[config.mk]
export PLATFORM = sky130hd
export DESIGN_NAME = tlcd_ctrl
export DESIGN_NICKNAME = d
export VERILOG_FILES = /design/src/hw/rtl/tlcd_pkg.sv /design/src/hw/rtl/tlcd_ctrl.sv
export SDC_FILE = /design/constraint.sdc
export NUM_CORES = 1
export LEC_CHECK = 0
export BUFFER_PORTS_ARGS = -buffer_cell sky130_fd_sc_hd__buf_2
export CORE_AREA = 10 10 47 49
export CTS_BUF_LIST = sky130_fd_sc_hd__clkbuf_4 sky130_fd_sc_hd__clkbuf_8
export CTS_CLUSTER_DIAMETER = 40
export DETAILED_ROUTE_END_ITERATION = 7
export DIE_AREA = 0 0 57 59
export GPL_TIMING_DRIVEN = 1
export SYNTH_ARGS = -nofsm -noshare
export SYNTH_HDL_FRONTEND = slang
export SYNTH_SLANG_ARGS = --single-unit
[constraint.sdc]
create_clock -name clk -period 1.3 [get_ports clk]
set_input_delay 0.065 -clock clk [delete_from_list [all_inputs] [get_ports clk]]
set_output_delay 0.065 -clock clk [all_outputs]
set_load 0.005 [all_outputs]
[src/hw/rtl/tlcd_pkg.sv]
// ----------------------------------------------------------------------------
// tlcd_pkg
// Shared types, constants and the 5x7 font table for the text-to-LCD
// serial writer.
// ----------------------------------------------------------------------------
package tlcd_pkg;

  localparam logic [7:0] PAGE_ROWS    = 8'd8;
  localparam logic [7:0] TEXT_COLUMNS = 8'd21;
  localparam logic [7:0] CELL_WIDTH   = 8'd6;
  localparam int         GLYPH_WIDTH  = 5;

  localparam logic [7:0] FIRST_CODE = 8'h20;
  localparam logic [7:0] END_CODE   = 8'h7e;
  localparam logic [7:0] CMD_PAGE   = 8'hb0;
  localparam logic [7:0] CMD_COL_HI = 8'h10;
  localparam logic [3:0] NIB_ZERO   = 4'h0;

  // Byte slots of one character: three address commands, then the glyph.
  localparam logic [2:0] SLOT_PAGE   = 3'd0;
  localparam logic [2:0] SLOT_COL_HI = 3'd1;
  localparam logic [2:0] SLOT_COL_LO = 3'd2;
  localparam logic [2:0] SLOT_GLYPH0 = 3'd3;
  localparam logic [2:0] SLOT_LAST   = 3'(3 + GLYPH_WIDTH - 1);
  localparam logic [2:0] BIT_LAST    = 3'd7;

  typedef enum logic [1:0] {
    ST_IDLE,
    ST_START,
    ST_SHIFT
  } state_t;

  typedef struct packed {
    logic load;   // take the request and its position
    logic start;  // pick the first byte and load the shifter
    logic shift;  // move one bit into the output register
  } cmd_t;

  typedef struct packed {
    logic printable;  // incoming code lies in 0x20..0x7d
    logic can_emit;   // output register is free this cycle
    logic bit_last;   // shifter holds the eighth bit of a byte
    logic byte_last;  // current byte is the final glyph column
  } status_t;

  // Five glyph columns, column 0 in the top byte.
  function automatic logic [39:0] font_glyph(input logic [6:0] g);
    logic [39:0] v;
    case (g)
      7'd0:  v = 40'h0000000000; 7'd1:  v = 40'h00004f0000;
      7'd2:  v = 40'h0007000700; 7'd3:  v = 40'h147f147f14;
      7'd4:  v = 40'h242a7f2a12; 7'd5:  v = 40'h2313086462;
      7'd6:  v = 40'h3649552250; 7'd7:  v = 40'h0005070000;
      7'd8:  v = 40'h001c224100; 7'd9:  v = 40'h0041221c00;
      7'd10: v = 40'h14083e0814; 7'd11: v = 40'h08083e0808;
      7'd12: v = 40'h0050300000; 7'd13: v = 40'h0808080808;
      7'd14: v = 40'h0060600000; 7'd15: v = 40'h2010080402;
      7'd16: v = 40'h3e5149453e; 7'd17: v = 40'h00427f4000;
      7'd18: v = 40'h4261514946; 7'd19: v = 40'h2141454b31;
      7'd20: v = 40'h1814127f10; 7'd21: v = 40'h2745454539;
      7'd22: v = 40'h3c4a494930; 7'd23: v = 40'h0171090503;
      7'd24: v = 40'h3649494936; 7'd25: v = 40'h064949291e;
      7'd26: v = 40'h0036360000; 7'd27: v = 40'h0056360000;
      7'd28: v = 40'h0814224100; 7'd29: v = 40'h1414141414;
      7'd30: v = 40'h0041221408; 7'd31: v = 40'h0201510906;
      7'd32: v = 40'h324979413e; 7'd33: v = 40'h7e1111117e;
      7'd34: v = 40'h7f49494936; 7'd35: v = 40'h3e41414122;
      7'd36: v = 40'h7f4141221c; 7'd37: v = 40'h7f49494941;
      7'd38: v = 40'h7f09090901; 7'd39: v = 40'h3e4149497a;
      7'd40: v = 40'h7f0808087f; 7'd41: v = 40'h00417f4100;
      7'd42: v = 40'h2040413f01; 7'd43: v = 40'h7f08142241;
      7'd44: v = 40'h7f40404040; 7'd45: v = 40'h7f020c027f;
      7'd46: v = 40'h7f0408107f; 7'd47: v = 40'h3e4141413e;
      7'd48: v = 40'h7f09090906; 7'd49: v = 40'h3e4151215e;
      7'd50: v = 40'h7f09192946; 7'd51: v = 40'h4649494931;
      7'd52: v = 40'h01017f0101; 7'd53: v = 40'h3f4040403f;
      7'd54: v = 40'h1f2040201f; 7'd55: v = 40'h3f4038403f;
      7'd56: v = 40'h6314081463; 7'd57: v = 40'h0708700807;
      7'd58: v = 40'h6151494543; 7'd59: v = 40'h007f414100;
      7'd60: v = 40'h0204081020; 7'd61: v = 40'h0041417f00;
      7'd62: v = 40'h0402010204; 7'd63: v = 40'h4040404040;
      7'd64: v = 40'h0102040000; 7'd65: v = 40'h2054545478;
      7'd66: v = 40'h7f48484830; 7'd67: v = 40'h3844444444;
      7'd68: v = 40'h304848487f; 7'd69: v = 40'h3854545458;
      7'd70: v = 40'h00087e0902; 7'd71: v = 40'h485454543c;
      7'd72: v = 40'h7f08080870; 7'd73: v = 40'h00007a0000;
      7'd74: v = 40'h2040403d00; 7'd75: v = 40'h7f20284400;
      7'd76: v = 40'h00417f4000; 7'd77: v = 40'h7c0438047c;
      7'd78: v = 40'h7c08040478; 7'd79: v = 40'h3844444438;
      7'd80: v = 40'h7c14141408; 7'd81: v = 40'h081414147c;
      7'd82: v = 40'h7c08040408; 7'd83: v = 40'h4854545424;
      7'd84: v = 40'h04043f4424; 7'd85: v = 40'h3c4040403c;
      7'd86: v = 40'h1c2040201c; 7'd87: v = 40'h3c4030403c;
      7'd88: v = 40'h4428102844; 7'd89: v = 40'h0448300804;
      7'd90: v = 40'h4464544c44; 7'd91: v = 40'h0836414100;
      7'd92: v = 40'h0000770000; 7'd93: v = 40'h0041413608;
      7'd94: v = 40'h0402020201;
      default: v = 40'h0000000000;
    endcase
    return v;
  endfunction

endpackage

[src/hw/rtl/tlcd_ctrl.sv]
// ----------------------------------------------------------------------------
// tlcd_ctrl
// Sequencer: takes a request, starts the byte run and paces the bit shifts.
// ----------------------------------------------------------------------------
module tlcd_ctrl (
  input  logic              clk,
  input  logic              rst_n,
  input  logic              in_tvalid,
  output logic              in_tready,
  input  tlcd_pkg::status_t status,
  output tlcd_pkg::cmd_t    cmd
);

  tlcd_pkg::state_t state_r, state_nxt;

  always_ff @(posedge clk) begin
    if (!rst_n) begin
      state_r <= tlcd_pkg::ST_IDLE;
    end else begin
      state_r <= state_nxt;
    end
  end

  always_comb begin
    state_nxt = state_r;
    cmd       = '0;
    in_tready = 1'b0;
    case (state_r)
      tlcd_pkg::ST_IDLE: begin
        in_tready = 1'b1;
        if (in_tvalid) begin
          cmd.load = 1'b1;
          // A code outside the printable range gives nothing, so the next request is free.
          if (status.printable) begin
            state_nxt = tlcd_pkg::ST_START;
          end
        end
      end
      tlcd_pkg::ST_START: begin
        cmd.start = 1'b1;
        state_nxt = tlcd_pkg::ST_SHIFT;
      end
      tlcd_pkg::ST_SHIFT: begin
        if (status.can_emit) begin
          cmd.shift = 1'b1;
          if (status.bit_last && status.byte_last) begin
            state_nxt = tlcd_pkg::ST_IDLE;
          end
        end
      end
      default: begin
        state_nxt = tlcd_pkg::ST_IDLE;
      end
    endcase
  end

  a_one_cmd: assert property (@(posedge clk) disable iff (!rst_n)
    $onehot0({cmd.load, cmd.start, cmd.shift}))
    else $error("more than one datapath command at once");

  a_start_follows_load: assert property (@(posedge clk) disable iff (!rst_n)
    cmd.load && status.printable |=> cmd.start)
    else $error("printable request not started");

  a_shift_waits: assert property (@(posedge clk) disable iff (!rst_n)
    cmd.shift |-> status.can_emit)
    else $error("bit shifted while output register is full");

endmodule

== Yosys cells after proc, flatten, opt, wreduce, memory -nomap -nowiden ==
Cells that the tools add are included.
Word-level totals
  output and inout bits: 4
  input port bits: 7
  logic and storage cells: 21
  register bits: 2
Operators by class
  multiplexer cells: 11
  equal/unequal tests: 6
  reductions and logical operators: 3
Operators by type and width (count)
  2-bit two-way mux: 4
  2-bit != test, second input constant: 4
  1-bit two-way mux: 6
  2-bit one-hot mux with 3 select lines: 1
  4-bit AND reduction: 1
  2-bit by 1-bit == test with 1-bit output, second input constant: 1
  2-bit == test, second input constant: 1
  2-bit logical NOT: 1
  1-bit logical AND: 1

== Logic depth before layout (Yosys ltp) ==
Gate-level depths: netlist (run 1).
  word-level depth: 4
  depth in mapped cells: 2
  depth with buffers taken out: 2

== Worst setup path after synthesis (run 1) ==
No wires, ideal clock.
  path kind: register to register
  start point: register state_r[0]
  end point: register state_r[1]
  setup time: 122 ps
  period minus slack after synthesis: 911 ps
  path slack: 389 ps
  arrival time: 790 ps
  stages on the path, launching flop included: 3
  data required time: 1178 ps
  cell sequence: dfxtp_1 -> nor2b_1 -> o311a_1
On the way
  word-level cells in the longest chain between the ends: 3
  elaborated cells between the ends (all ways): 9
  those cells by class: eq/ne (6); mux (1); reduce/logical (2)
Ends and longest elaborated chain
  start, declared: RTL line tlcd_ctrl.sv:14  | tlcd_pkg::state_t state_r, state_nxt;
  start signal, assigned: RTL line tlcd_ctrl.sv:18  | state_r <= tlcd_pkg::ST_IDLE;
  start signal, assigned: RTL line tlcd_ctrl.sv:20  | state_r <= state_nxt;
  2-bit == test or 2-bit logical NOT (tied branches): RTL line tlcd_ctrl.sv:28  | case (state_r)
  2-bit != test (no source line)
  4-bit AND reduction (no source line)
Several ways; a longest one is shown, not always the timed one.
A chain may end at the register's enable or synchronous reset.

==> results of run 1 <==
[layout make-up]
type                    instances  area (µm²)  share of cell area
clock buffers                   3        22.5               0.115
inverters                       1        3.75              0.0191
well taps                      16        20.0               0.102
flip-flops and latches          2        40.0               0.204
multi-input cells               8        60.1               0.306
repair buffers                 10        50.0               0.255
[where the power goes]
part	leakage, nW	total, W	internal [W]	switching [W]
logic	0.0831	0.0000298	0.0000185	0.0000112
clock network	0.0138	0.000138	0.000102	0.0000363
registers	0.0163	0.0000691	0.0000650	0.00000415
total	0.113	0.000237	0.000185	0.0000517
[synth_stat cells]
cell,number,area [µm²]
nor3b_2,1,12.5
nor2b_1,1,6.26
inv_1,1,3.75
xor2_1,1,8.76
nor2_1,1,3.75
o311a_1,1,10.0
nand2_1,1,3.75
and3b_1,1,8.76
dfxtp_1,2,40.0
and3_1,1,6.26
[worst max-delay path: stages, from the launching register on]
cell and delay [ps]:
dfxtp_1 390, nor2b_1 200, buf_2 140
[cell families (layout without fill, tap and decap cells)]
group	after synthesis	after routing	share of synthesized area
AOI/OAI and AO/OA	1	1	0.0964
xor gates and xnor gates	1	1	0.0844
buffers and inverters	1	14	0.0361
DFF	2	2	0.386
and+or+nand+nor	6	6	0.398
[worst min path at each step]
stage / to / slack (ps)
floorplan: state_r[1] / 200
global placement: state_r[0] / 290
detailed placement: state_r[0] / 290
CTS: state_r[0] / 50
global route: state_r[0] / 70
finish: state_r[0] / 60
[routing by layer]
metal	routed length, µm	vias to the layer above	track usage
li1	-	64	-
met1	150	51	0.0247
met2	177	7	0.0326
met3	34	0	0.0172
met4	0	0	0.0403
met5	0	-	0
[through the flow]
| step | setup WS, ps | cells | hold WS [ps] | utilization | instance area, µm² |
|---|---|---|---|---|---|
| floorplan | 389 | 11 | 196 | - | 104 |
| global placement | 375 | 37 | 290 | 0.124 | 174 |
| detailed placement | 362 | 37 | 293 | 0.124 | 174 |
| CTS | 260 | 40 | 53.9 | 0.140 | 196 |
| global route | 185 | 40 | 73.8 | 0.140 | 196 |
| finish | 282 | 40 | 63.4 | 0.140 | 196 |
==> run_results.csv, run 1 <==
group,metric,value,unit
run_status,status,"completed",
route,drc,0,
timing,setup_viol,0,
finish,num_antenna_cells,0,
critical_path,r2r-end,"state_r[1]",
timing,slew_viol_final,0,
yosys,ys.warnings.count,0,
critical_path,critPathCaptureType,"output port",
route,ant_nets,0,
floorplanning,start_util,0.0741,
finish,drive_gt1_frac,0.583,
route,firstDrtPassIters,1,
pwr,vdd_drop_max,0.406,mV
run,drv_cap,0,
clock_tree,cts_sinks,2,
floorplanning,num_rows,14,
critical_path,reg2regPathDepth,2,
floorplanning,io_pins,11,
clock_tree,numCtsBuffers,3,
clock_tree,post_cts_buffers,0,
timing,finalCriticalPeriod,1020,ps
floorplanning,die_x,57,µm
worst_hold_path,hold_depth,2,
finish,reg_top3,"state_r (2)",
finish,area_growth,89.2,%
timing,post-route-period-util,0.783,
pwr,p_leak,0.113,nW
global_route,grt_pass1_wl,621,µm
timing,hold_viol_final,0,
finish,nFillCells,172,
floorplanning,core-area,1400,µm²
clock_tree,cts_resized,0,
floorplanning,die_h,59,µm
route,routedWlPerCell,9.05,µm
route,drt_iter0_markers,0,
global_route,antenna_found_initial,0,
yosys,avgSynthCellArea,9.44,µm²
timing,worst_pin_slew,177,ps
finish,largest_reg_flops,2,
critical_path,rrSetupSlack,370,ps
yosys,syn_inst,11,
route,drt_wl_total,362,µm
global_route,grt_max_degree,6,
finish,final_common_cell,"buf_2",
clock_tree,root_buffer,"clkbuf_4",
critical_path,path_max_fanout,5,
clock_tree,cts_tree,"yes",
finish,largest-register,"state_r",
timing,skew,0.144,ps
global_route,grt_pass1_vias,165,
timing,slew_headroom,0.882,
worst_hold_path,hp-start,"status[3]",
pwr,p_per_area,1210,nW/µm²
clock_tree,clockBufferDepth,2,
placement,dp_hpwl,302,µm
yosys,netlist-cell-type-count,10,
timing,rsz0062_at_grt,"false",
placement,io_buffers,10,
critical_path,r2r_start,"state_r[0]",
critical_path,cp-startpoint,"state_r[0]",
critical_path,path_class,"reg -> out",
pwr,p_total,0.000237,W
clock_tree,hold_buffers,0,
timing,max_freq,983,MHz
yosys,synth-seq-area-share,0.386,
floorplanning,die-area,3360,µm²
critical_path,worst_setup_path_start_kind,"flop",
yosys,ys_ff_latch,2,
finish,nets,33,
worst_hold_path,min_path_type,"in -> reg",
timing,setup_tns,0,ps
route,vias,122,
placement,place_congestion,0.587,
finish,final_cell_mix,"10 x buf_2, 3 x clkbuf_4, 2 x dfxtp_1",
global_route,grt_overflow,0,
global_route,grt_use_total,0.0267,
clock_tree,clk_latency,220,ps
critical_path,cp_data_required_time,1240,ps
yosys,syn_nets,18,
critical_path,crit_arrival,950,ps
critical_path,worstSetupEndpoint,"cmd[1]",
yosys,netlist_area,104,µm²
clock_tree,cts_max_level,1,
route,vias_per_cell,3.05,
clock_tree,clk_pin_slew,30,ps
No activity file was read; power rests on OpenSTA's default activity.
==> run 2: changes to the inputs <==
==> constraint.sdc (replaced) <==
create_clock -name clk -period 0.9 [get_ports clk]
set_input_delay 0.045 -clock clk [delete_from_list [all_inputs] [get_ports clk]]
set_output_delay 0.045 -clock clk [all_outputs]
set_load 0.005 [all_outputs]
==> run_results.csv, run 2 (synthesis gave the netlist of run 1 again) <==
group,metric,value,unit
run_status,status,"finished with violations",
run_status,violations,"negative setup slack",
global_route,antenna_found_initial,0,
floorplanning,die_x,57,µm
route,vias,147,
clock_tree,numCtsBuffers,3,
route,ant_nets,0,
global_route,grt_use_met2,0.0465,
timing,finalCriticalPeriod,1000,ps
global_route,gr-usage-met1,0.0224,
critical_path,r2r_start,"state_r[0]",
finish,largest_reg_flops,2,
pwr,p_per_area,1470,nW/µm²
route,firstDrtPassIters,1,
pwr,vdd_drop_max,0.645,mV
critical_path,r2r-end,"state_r[1]",
critical_path,reg2regPathDepth,3,
clock_tree,cts_tree,"yes",
clock_tree,cts_sinks,2,
critical_path,path_class,"reg -> out",
route,drc,0,
finish,num_antenna_cells,0,
clock_tree,clockBufferDepth,2,
critical_path,worstSetupEndpoint,"cmd[2]",
timing,holdWs,53.6,ps
timing,hold_viol_final,0,
pwr,p_leak,0.138,nW
timing,worst_pin_slew,164,ps
finish,final_common_cell,"buf_2",
critical_path,crit_arrival,960,ps
critical_path,cp-startpoint,"state_r[0]",
pwr,power_frac_seq,0.281,
placement,io_buffers,10,
clock_tree,clk_pin_slew,30,ps
floorplanning,start_util,0.0741,
global_route,grt_pass1_vias,183,
timing,setup_ws,-102,ps
clock_tree,root_buffer,"clkbuf_4",
timing,rsz0062_at_grt,"true",
timing,setup_viol,5,
critical_path,rrSetupSlack,-50,ps
worst_hold_path,min_path_type,"in -> reg",
route,drt_wl_total,419,µm
clock_tree,cts_max_level,1,
critical_path,path_max_fanout,2,
finish,reg_top3,"state_r (2)",
finish,nets,37,
timing,max_freq,998,MHz
timing,post-route-period-util,1.11,
floorplanning,io_pins,11,
global_route,grt_overflow,0,
finish,nFillCells,173,
placement,dp_hpwl,319,µm
floorplanning,core-area,1400,µm²
clock_tree,clk_latency,220,ps
critical_path,cp_data_required_time,850,ps
critical_path,critPathCaptureType,"output port",
clock_tree,hold_buffers,0,
finish,postLayoutCellArea,246,µm²
global_route,grtUsageMet3,0.0150,
pwr,p_int,0.000286,W
timing,slew_headroom,0.891,
placement,place_area,191,µm²
finish,area_growth,137,%
pwr,power_switching,0.0000768,W
timing,skew,0.0998,ps
pwr,clkPwrFrac,0.537,
route,drt_iter0_markers,0,
placement,place_congestion,0.532,
critical_path,worst_setup_path_start_kind,"flop",
finish,final_cell_mix,"10 x buf_2, 3 x clkbuf_4, 3 x buf_4, 2 x dfxtp_2",
global_route,busiest_layer,"met2",
route,routedWlPerCell,9.52,µm
route,vias_per_cell,3.34,
run,drv_cap,0,
floorplanning,die-area,3360,µm²
timing,slew_viol_final,0,
global_route,grt_pass1_wl,703,µm
global_route,grt_max_degree,6,
finish,drive_gt1_frac,0.750,
pwr,power.share.switching,0.212,
floorplanning,num_rows,14,
pwr,comb_power_share,0.182,
finish,largest-register,"state_r",
global_route,grt_use_total,0.0280,
floorplanning,die_h,59,µm
run 2: worst min-delay path by stage:
stage	from	to	cells past startpoint
finish	status[3]	state_r[0]	2
global route	status[3]	state_r[0]	2
CTS	status[3]	state_r[0]	2
detailed placement	status[3]	state_r[0]	2
global placement	status[3]	state_r[0]	2
floorplan	rst_n	state_r[1]	1
run 2: through the flow:
step	power, W	std cells	setup TNS (ps)	utilization	setup WS, ps
4_1_cts	0.000375	44	-381	0.171	-121
5_1_grt	0.000397	44	-620	0.176	-158
2_1_floorplan	0.000123	11	0	-	25.9
6_report	0.000362	44	-325	0.176	-102
3_3_place_gp	0.000152	38	0	0.137	24.2
3_5_place_dp	0.000153	38	0	0.137	15.6
run 2: critical path: stages (launching register included):
cell and delay (ps):
dfxtp_2 310, buf_6 110, nor3b_4 170, buf_2 140
run 2: area by class of cell:
class	count	area, µm²	area share
Sequential cell	2	42.5	0.173
Timing Repair Buffer	14	83.8	0.340
Clock buffer	3	22.5	0.0914
Tap cell	16	20.0	0.0812
Inverter	1	3.75	0.0152
Multi-Input combinational cell	8	73.8	0.299
run 2: layer usage:
metal | vias to the layer above | part of all wire
met4 | 0 | 0
li1 | 74 | -
met2 | 6 | 0.60
met3 | 0 | 0.053
met1 | 67 | 0.35
met5 | - | 0
run 2: repair_timing:
action,in CTS,in global routing
resized for setup,1,1
endpoints found under the setup margin,3,6
pin swaps,2,2
setup buffers,3,0
gates cloned,0,0
run 2: power groups by stage:
stage,Combinational (W),Sequential (W),Clock [W]
after global placement,0.0000494,0.000103,0
after global routing,0.0000733,0.000103,0.000221
after detailed placement,0.0000499,0.000103,0
after CTS,0.0000629,0.000101,0.000211
after floorplan,0.0000204,0.000102,0
final,0.0000660,0.000102,0.000195
